$ cat src/sv/b64e_pkg.sv
// Shared types, constants and the sextet-to-character mapping for the base64 encoder.
`timescale 1ns / 1ps

package b64e_pkg;

   // Width of one raw byte and one output character
   localparam int unsigned BYTE_W = 8;
   // Bits in one three-byte group
   localparam int unsigned GROUP_W = 3 * BYTE_W;
   // Group queue depth and its index / fill widths
   localparam int unsigned QUEUE_DEPTH = 4;
   localparam int unsigned QPTR_W = $clog2(QUEUE_DEPTH);
   localparam int unsigned QCNT_W = $clog2(QUEUE_DEPTH + 1);

   // Byte counts held in a group
   localparam logic [1:0] HAVE_ONE = 2'd1;
   localparam logic [1:0] HAVE_TWO = 2'd2;
   localparam logic [1:0] HAVE_THREE = 2'd3;

   // Character positions within a group
   localparam logic [1:0] POS_FIRST = 2'd0;
   localparam logic [1:0] POS_SECOND = 2'd1;
   localparam logic [1:0] POS_THIRD = 2'd2;
   localparam logic [1:0] POS_FOURTH = 2'd3;

   // Padding character '='
   localparam logic [BYTE_W-1:0] PAD_CHAR = 8'h3D;

   // One queued group: bytes in order from the top bits down, zero-filled
   typedef struct packed {
      logic [GROUP_W-1:0] group;
      logic [1:0]         have;
      logic               last;
   } q_entry_type;

   // Queue status seen by the front and the top level
   typedef struct packed {
      logic full;
      logic empty;
   } q_status_type;

   // Map a six-bit value onto the standard alphabet
   function automatic logic [BYTE_W-1:0] sextet_to_char(input logic [5:0] v);
      logic [BYTE_W-1:0] c;
      c = {2'b00, v};
      if (v < 6'd26) begin
         c = 8'h41 + {2'b00, v};
      end else if (v < 6'd52) begin
         c = 8'h61 + ({2'b00, v} - 8'd26);
      end else if (v < 6'd62) begin
         c = 8'h30 + ({2'b00, v} - 8'd52);
      end else if (v == 6'd62) begin
         c = 8'h2B;
      end else begin
         c = 8'h2F;
      end
      return c;
   endfunction

endpackage

$ cat src/sv/b64e_front.sv
// Front end: gathers input bytes into groups of three and pushes finished groups.
`timescale 1ns / 1ps

module b64e_front (
   input  logic                 clock,
   input  logic                 reset,
   input  logic                 req_tvalid,
   output logic                 req_tready,
   input  logic [7:0]           req_tdata,   // [7:0] data_byte
   input  logic                 req_tlast,   // end_of_stream
   input  b64e_pkg::q_status_type q_stat,
   output logic                 push,
   output b64e_pkg::q_entry_type push_entry
);
   import b64e_pkg::*;

   logic [BYTE_W-1:0] byte0_ff, byte0_in;
   logic [BYTE_W-1:0] byte1_ff, byte1_in;
   logic [1:0]        count_ff, count_in;
   logic [1:0]        cnt;
   logic [1:0]        have;
   logic              accept;
   logic [BYTE_W-1:0] b0, b1, b2;

   // Take a byte whenever the queue has room for a group
   assign req_tready = !q_stat.full;
   assign accept = req_tvalid && req_tready;

   // Clamp the unreachable count of three to two
   assign cnt = (count_ff == HAVE_THREE) ? HAVE_TWO : count_ff;
   assign have = cnt + 2'd1;

   // Assemble the group, zero-filling missing bytes
   always_comb begin
      b0 = (cnt == 2'd0) ? req_tdata : byte0_ff;
      b1 = '0;
      if (cnt == HAVE_ONE) begin
         b1 = req_tdata;
      end else if (cnt == HAVE_TWO) begin
         b1 = byte1_ff;
      end
      b2 = (have == HAVE_THREE) ? req_tdata : '0;
   end

   assign push = accept && ((have == HAVE_THREE) || req_tlast);
   assign push_entry = '{group: {b0, b1, b2}, have: have, last: req_tlast};

   // Hold pending bytes; clear the count once a group leaves
   always_comb begin
      byte0_in = byte0_ff;
      byte1_in = byte1_ff;
      count_in = count_ff;
      if (accept) begin
         if (push) begin
            count_in = 2'd0;
         end else begin
            count_in = have;
            if (cnt == 2'd0) begin
               byte0_in = req_tdata;
            end else begin
               byte1_in = req_tdata;
            end
         end
      end
   end

   always_ff @(posedge clock) begin
      byte0_ff <= byte0_in;
      byte1_ff <= byte1_in;
      if (reset) begin
         count_ff <= 2'd0;
      end else begin
         count_ff <= count_in;
      end
   end

endmodule

$ cat src/sv/b64e_queue.sv
// Short group queue between the front end and the character emitter.
`timescale 1ns / 1ps

module b64e_queue (
   input  logic                  clock,
   input  logic                  reset,
   input  logic                  push,
   input  b64e_pkg::q_entry_type push_entry,
   input  logic                  pop,
   output b64e_pkg::q_entry_type head_entry,
   output b64e_pkg::q_status_type q_stat
);
   import b64e_pkg::*;

   q_entry_type        mem_ff [QUEUE_DEPTH];
   logic [QPTR_W-1:0]  wr_ptr_ff, wr_ptr_in;
   logic [QPTR_W-1:0]  rd_ptr_ff, rd_ptr_in;
   logic [QCNT_W-1:0]  fill_ff, fill_in;

   assign q_stat.full = (fill_ff == QCNT_W'(QUEUE_DEPTH));
   assign q_stat.empty = (fill_ff == '0);
   assign head_entry = mem_ff[rd_ptr_ff];

   // Advance pointers and track the fill level
   always_comb begin
      wr_ptr_in = push ? wr_ptr_ff + QPTR_W'(1) : wr_ptr_ff;
      rd_ptr_in = pop ? rd_ptr_ff + QPTR_W'(1) : rd_ptr_ff;
      fill_in = fill_ff;
      if (push && !pop) begin
         fill_in = fill_ff + QCNT_W'(1);
      end else if (pop && !push) begin
         fill_in = fill_ff - QCNT_W'(1);
      end
   end

   always_ff @(posedge clock) begin
      if (push) begin
         mem_ff[wr_ptr_ff] <= push_entry;
      end
      if (reset) begin
         wr_ptr_ff <= '0;
         rd_ptr_ff <= '0;
         fill_ff <= '0;
      end else begin
         wr_ptr_ff <= wr_ptr_in;
         rd_ptr_ff <= rd_ptr_in;
         fill_ff <= fill_in;
      end
   end

endmodule

$ cat src/sv/b64e_back.sv
// Back end: turns each queued group into four characters, one per cycle while rsp_tready is high.
`timescale 1ns / 1ps

module b64e_back (
   input  logic                  clock,
   input  logic                  reset,
   input  b64e_pkg::q_entry_type head_entry,
   input  b64e_pkg::q_status_type q_stat,
   output logic                  pop,
   output logic                  rsp_tvalid,
   input  logic                  rsp_tready,
   output logic [7:0]            rsp_tdata,   // [7:0] out_char
   output logic [0:0]            rsp_tuser,   // [0] group_last
   output logic                  rsp_tlast    // stream_last
);
   import b64e_pkg::*;

   logic [1:0]        pos_ff, pos_in;
   logic              valid_ff, valid_in;
   logic [BYTE_W-1:0] char_ff, char_in;
   logic              glast_ff, glast_in;
   logic              slast_ff, slast_in;
   logic              load;
   logic              emit;
   logic [5:0]        sextet;

   // Output register is free when empty or being taken
   assign load = !valid_ff || rsp_tready;
   assign emit = load && !q_stat.empty;
   assign pop = emit && (pos_ff == POS_FOURTH);

   // Pick the sextet for the current position
   always_comb begin
      case (pos_ff)
         POS_FIRST:  sextet = head_entry.group[23:18];
         POS_SECOND: sextet = head_entry.group[17:12];
         POS_THIRD:  sextet = head_entry.group[11:6];
         POS_FOURTH: sextet = head_entry.group[5:0];
         default:    sextet = '0;
      endcase
   end

   // Build the next character and its marks
   always_comb begin
      pos_in = pos_ff;
      valid_in = valid_ff;
      char_in = char_ff;
      glast_in = glast_ff;
      slast_in = slast_ff;
      if (emit) begin
         pos_in = pos_ff + 2'd1;
         valid_in = 1'b1;
         char_in = (pos_ff > head_entry.have) ? PAD_CHAR : sextet_to_char(sextet);
         glast_in = (pos_ff == POS_FOURTH);
         slast_in = (pos_ff == POS_FOURTH) && head_entry.last;
      end else if (load) begin
         valid_in = 1'b0;
      end
   end

   always_ff @(posedge clock) begin
      char_ff <= char_in;
      glast_ff <= glast_in;
      slast_ff <= slast_in;
      if (reset) begin
         pos_ff <= POS_FIRST;
         valid_ff <= 1'b0;
      end else begin
         pos_ff <= pos_in;
         valid_ff <= valid_in;
      end
   end

   assign rsp_tvalid = valid_ff;
   assign rsp_tdata = char_ff;
   assign rsp_tuser = glast_ff;
   assign rsp_tlast = slast_ff;

endmodule

$ cat src/sv/base64_stream_encoder_unit.sv
// Top level of the base64 stream encoder: front end, group queue and character emitter.
//
//   channel | direction | tdata             | tuser          | tlast
//   req_    | in        | [7:0] data_byte   | -              | end_of_stream
//   rsp_    | out       | [7:0] out_char    | [0] group_last | stream_last
//
// Bytes are taken one per cycle while the group queue has room; each group of three
// (or the partial group closed by tlast) leaves as four characters, one per cycle while
// rsp_tready is high, so the character emitter sets the sustained rate.
// The closing group is queued first; its first character is then registered for output.
// Reset is synchronous and empties the pending bytes, the queue and the output register.
// A stalled rsp_ side fills the four-entry queue before req_tready drops.
`timescale 1ns / 1ps

module base64_stream_encoder_unit (
   input  logic       clock,
   input  logic       reset,
   input  logic       req_tvalid,
   output logic       req_tready,
   input  logic [7:0] req_tdata,   // [7:0] data_byte
   input  logic       req_tlast,   // end_of_stream
   output logic       rsp_tvalid,
   input  logic       rsp_tready,
   output logic [7:0] rsp_tdata,   // [7:0] out_char
   output logic [0:0] rsp_tuser,   // [0] group_last
   output logic       rsp_tlast    // stream_last
);
   import b64e_pkg::*;

   q_status_type q_stat;
   q_entry_type  push_entry;
   q_entry_type  head_entry;
   logic         push;
   logic         pop;

   b64e_front u_front (
      .clock      (clock),
      .reset      (reset),
      .req_tvalid (req_tvalid),
      .req_tready (req_tready),
      .req_tdata  (req_tdata),
      .req_tlast  (req_tlast),
      .q_stat     (q_stat),
      .push       (push),
      .push_entry (push_entry)
   );

   b64e_queue u_queue (
      .clock      (clock),
      .reset      (reset),
      .push       (push),
      .push_entry (push_entry),
      .pop        (pop),
      .head_entry (head_entry),
      .q_stat     (q_stat)
   );

   b64e_back u_back (
      .clock      (clock),
      .reset      (reset),
      .head_entry (head_entry),
      .q_stat     (q_stat),
      .pop        (pop),
      .rsp_tvalid (rsp_tvalid),
      .rsp_tready (rsp_tready),
      .rsp_tdata  (rsp_tdata),
      .rsp_tuser  (rsp_tuser),
      .rsp_tlast  (rsp_tlast)
   );

   // Stream end only ever falls on a group's fourth character
   a_slast_on_group_end: assert property (@(posedge clock) disable iff (reset)
      rsp_tvalid && rsp_tlast |-> rsp_tuser[0])
      else $error("stream_last without group_last");

   // Never write into a full queue
   a_no_overflow: assert property (@(posedge clock) disable iff (reset)
      push |-> !q_stat.full)
      else $error("group queue overflow");

   // Never drain an empty queue
   a_no_underflow: assert property (@(posedge clock) disable iff (reset)
      pop |-> !q_stat.empty)
      else $error("group queue underflow");

   // Output register is empty right after reset
   a_reset_clears_out: assert property (@(posedge clock) disable iff (reset)
      $past(reset) |-> !rsp_tvalid)
      else $error("result valid right after reset");

endmodule
$ cat config.mk
export PLATFORM = sky130hd
export DESIGN_NAME = base64_stream_encoder_unit
export DESIGN_NICKNAME = d
export VERILOG_FILES = /design/src/sv/b64e_pkg.sv /design/src/sv/b64e_front.sv /design/src/sv/b64e_queue.sv /design/src/sv/b64e_back.sv /design/src/sv/base64_stream_encoder_unit.sv
export SDC_FILE = /design/constraint.sdc
export NUM_CORES = 1
export LEC_CHECK = 0
export BUFFER_PORTS_ARGS = -buffer_cell sky130_fd_sc_hd__buf_2
export CAP_MARGIN = 30
export CORE_MARGIN = 2
export CORE_UTILIZATION = 61
export DETAILED_ROUTE_END_ITERATION = 6
export PLACE_DENSITY = 0.9
export SLEW_MARGIN = 0
export SYNTH_ARGS = -nofsm -noshare
export SYNTH_HDL_FRONTEND = slang
export SYNTH_SLANG_ARGS = --single-unit
$ cat constraint.sdc
create_clock -name clock -period 3.9 [get_ports clock]
set_input_delay 0.78 -clock clock [delete_from_list [all_inputs] [get_ports clock]]
set_output_delay 0.78 -clock clock [all_outputs]
set_load 0.02 [all_outputs]
==> results.md <==
- Final Hold Vio Count: 0
- Critical path startpoint category: register
- Worst skew pair latency: 0.52 ns
- CTS tree: built
- Number of core rows: 37
- CTS buffer count: 17
- CP Class: register to register
- Number of flops mapped to enable cells by yosys: 134
- Detailed Route Iter0 Violations: 304
- DR WL/cell: 21.8 um
- RSZ-0062 raised after global routing: false
- Largest cells by area after synthesis: edfxtp_1 (62%), dfxtp_1 (4.3%), ha_1 (3.6%)
- Root Buffer: clkbuf_8
- Part of the cycle the worst path needs: 89.6%
- GP Congestion: 0.938
- Setup repair bufs after CTS: 0
- Hold Buf Count CTS: 0
- Floorplan core area: 10,400 um^2
- First-pass GRT wire length: 20.8 mm
- Placed inst area: 6840 um^2
- Max FO, Critical Path: 11
- First-pass DRT Iterations: 7
- Most frequent cells in the layout: edfxtp_1 (134), nor2_1 (29), buf_2 (24)
- R2R cell count: 12
- Final wirelength: 13.2 mm
- Layout Skew: 0.00787 ns
- Setup TNS: 0 ns
- Via density: 6.08
- Worst-margin pin slew: 0.908 ns
- Relative slew slack: 39.4%
- All-Layer GR Usage: 25.1%
- Yosys cell types: 58
- CTS Sinks: 148
- Power per standard cell area: 617 nW/um^2
- Ys flop type: edfxtp_1
- Die span in x: 108 um
- H-tree depth: 4
- Minimum clock period after layout: 3.49 ns
- Syn nets: 445
- Share of layout cells above drive strength 1: 23.4%
- Final Instance Area: 7430 um^2
- Port Buffers: 24
- Post-synthesis sequential area ratio: 65.8%
- Commonest non-fill, non-tap cell in the layout: edfxtp_1
- Flop-to-flop setup slack: 0.41 ns
- Mapped cell area: 6540 um^2
- Nets: 491
- Hold path startpoint: u_back.rsp_tvalid
- Top cell type's share of synthesized area: 61.5%
- F_max: 286 MHz
- GRT overflow: 0
- Failing checks: design-rule violations
- Worst EP required: 4.16 ns
- Endpoints failing setup: 0
- Detail Placement HPWL: 8.45 mm
- Initial antenna violation count: 0
- Outcome: finished, violations left
- Inserted Diodes: 0
- P&R area growth vs syn: 13.6%
- Worst R2R End: u_back.rsp_tdata[4]
- Pins Over Slew Limit: 0
- Critical Path AT: 3.76 ns
- Synth warn: 0
- Yosys reg bits: 148
- Avg Cell Area, Syn: 15.9 um^2
- Leak: 0.00262 uW
- Worst hold path type: register to register
- Post-Synthesis Cells: 412
- Worst vdd ir: 0.469 mV
- Via count: 3,689
- Clock-pin slew on the worst setup and hold paths: 0.06 ns
- Cell taking the most area after synthesis: edfxtp_1
- Die area: 11,600 um^2
- Hold EP: u_back.rsp_tvalid
- Clock Path Buffers: 2
- Maxcap violations: 0
- Initial Util: 63.1%
- Vias in the first global route: 3,790
- Post-cts resize count: 0
- Crit. End Element: register
- Hold Crit Depth: 2
- Asr flop ratio synth: 0%
- DIE HEIGHT: 108 um
- DRT antenna net count: 0
- Largest net degree at the start of global routing: 28
- Io pins: 25
- DRC Markers: 6
[through the flow]
step                util, %  worst slack (ns)  hold slack, ns  total power [uW]  cells
floorplan                 -             0.726           0.466              2730    412
global placement       66.0             0.546           0.453              2990    575
detailed placement     66.0             0.420           0.466              3010    575
CTS                    71.6             0.406           0.454              4600    607
global route           71.6             0.137           0.460              4790    607
finish                 71.6             0.407           0.472              4580    607
[sequential cells by signal (all words and copies together), names as in the netlist, named ones only]
name	flops
u_queue.mem_ff	108
u_back.rsp_tdata	8
u_front.byte0_ff	8
u_front.byte1_ff	8
u_queue.fill_ff	3
u_back.pos_ff	2
u_front.count_ff	2
u_queue.rd_ptr_ff	2
u_queue.wr_ptr_ff	2
u_back.rsp_tlast	1
u_back.rsp_tuser	1
u_back.rsp_tvalid	1
[area by class of cell]
type | count | area, um^2
Timing Repair Buffer | 40 | 240
Multi-Input combinational cell | 236 | 2070
Tap cell | 136 | 170
Clock inverter | 15 | 171
Inverter | 15 | 56.3
Fill cell | 618 | 2940
Clock buffer | 17 | 414
Sequential cell | 148 | 4300
[synthesized netlist by cell type (all sizes together), types with 3 or more instances]
cell type  instances
edfxtp           134
nor2              29
mux2              27
and2              22
ha                19
nand2             18
mux4              16
dfxtp             14
inv               14
a21oi             12
a22o               9
buf                8
xnor2              8
mux2i              7
nor3               7
o21ai              6
clkbuf             5
nand3              5
xor2               5
a211oi             4
a22oi              4
nor2b              4
nand2b             3
[per-layer routing]
metal	global-route usage (%)	vias up	part of all wire, %
met5	0	-	0
met1	33.4	1839	42
met2	40.4	149	50
li1	-	1682	-
met3	4.78	19	6.2
met4	11.4	0	1.7
[cells by family after synthesis]
| kind of cell | after synthesis | share of synthesized area [%] |
|---|---|---|
| AO/OA/AOI/OAI | 56 | 6.89 |
| XOR/XNOR | 13 | 1.74 |
| adder cells (fa/ha/maj) | 20 | 3.94 |
| buffers and inverters | 28 | 2.51 |
| flip-flops | 148 | 65.8 |
| multiplexers | 50 | 11.7 |
| AND/OR/NAND/NOR | 97 | 7.41 |
[where the power goes]
group,internal [uW],switching (uW),leakage [uW],total (uW)
clock,926,658,0.000279,1580
combinational,426,661,0.00100,1090
sequential,1870,41.3,0.00135,1910
total,3220,1360,0.00262,4580
[worst max-delay path, stage by stage (launching register included)]
cell and delay (ns):
dfxtp_1 0.72, buf_4 0.30, mux2_4 0.31, a222oi_1 0.33, a31oi_2 0.16, inv_1 0.10
ha_1 0.26, nand2b_1 0.19, a2111oi_0 0.40, a21o_1 0.14, a211oi_2 0.05, xnor2_1 0.19
a211oi_2 0.09
[worst max-delay path by stage]
stage | startpoint | endpoint | slack (ns) | cells past startpoint
global placement | register | u_back.rsp_tdata[4] | 0.55 | 12
floorplan | register | u_back.rsp_tdata[4] | 0.73 | 13
CTS | register | u_back.rsp_tdata[4] | 0.41 | 12
finish | register | u_back.rsp_tdata[4] | 0.41 | 12
global route | register | u_back.rsp_tdata[4] | 0.14 | 12
detailed placement | register | u_back.rsp_tdata[4] | 0.42 | 12
No activity file was read; power rests on OpenSTA's default activity.
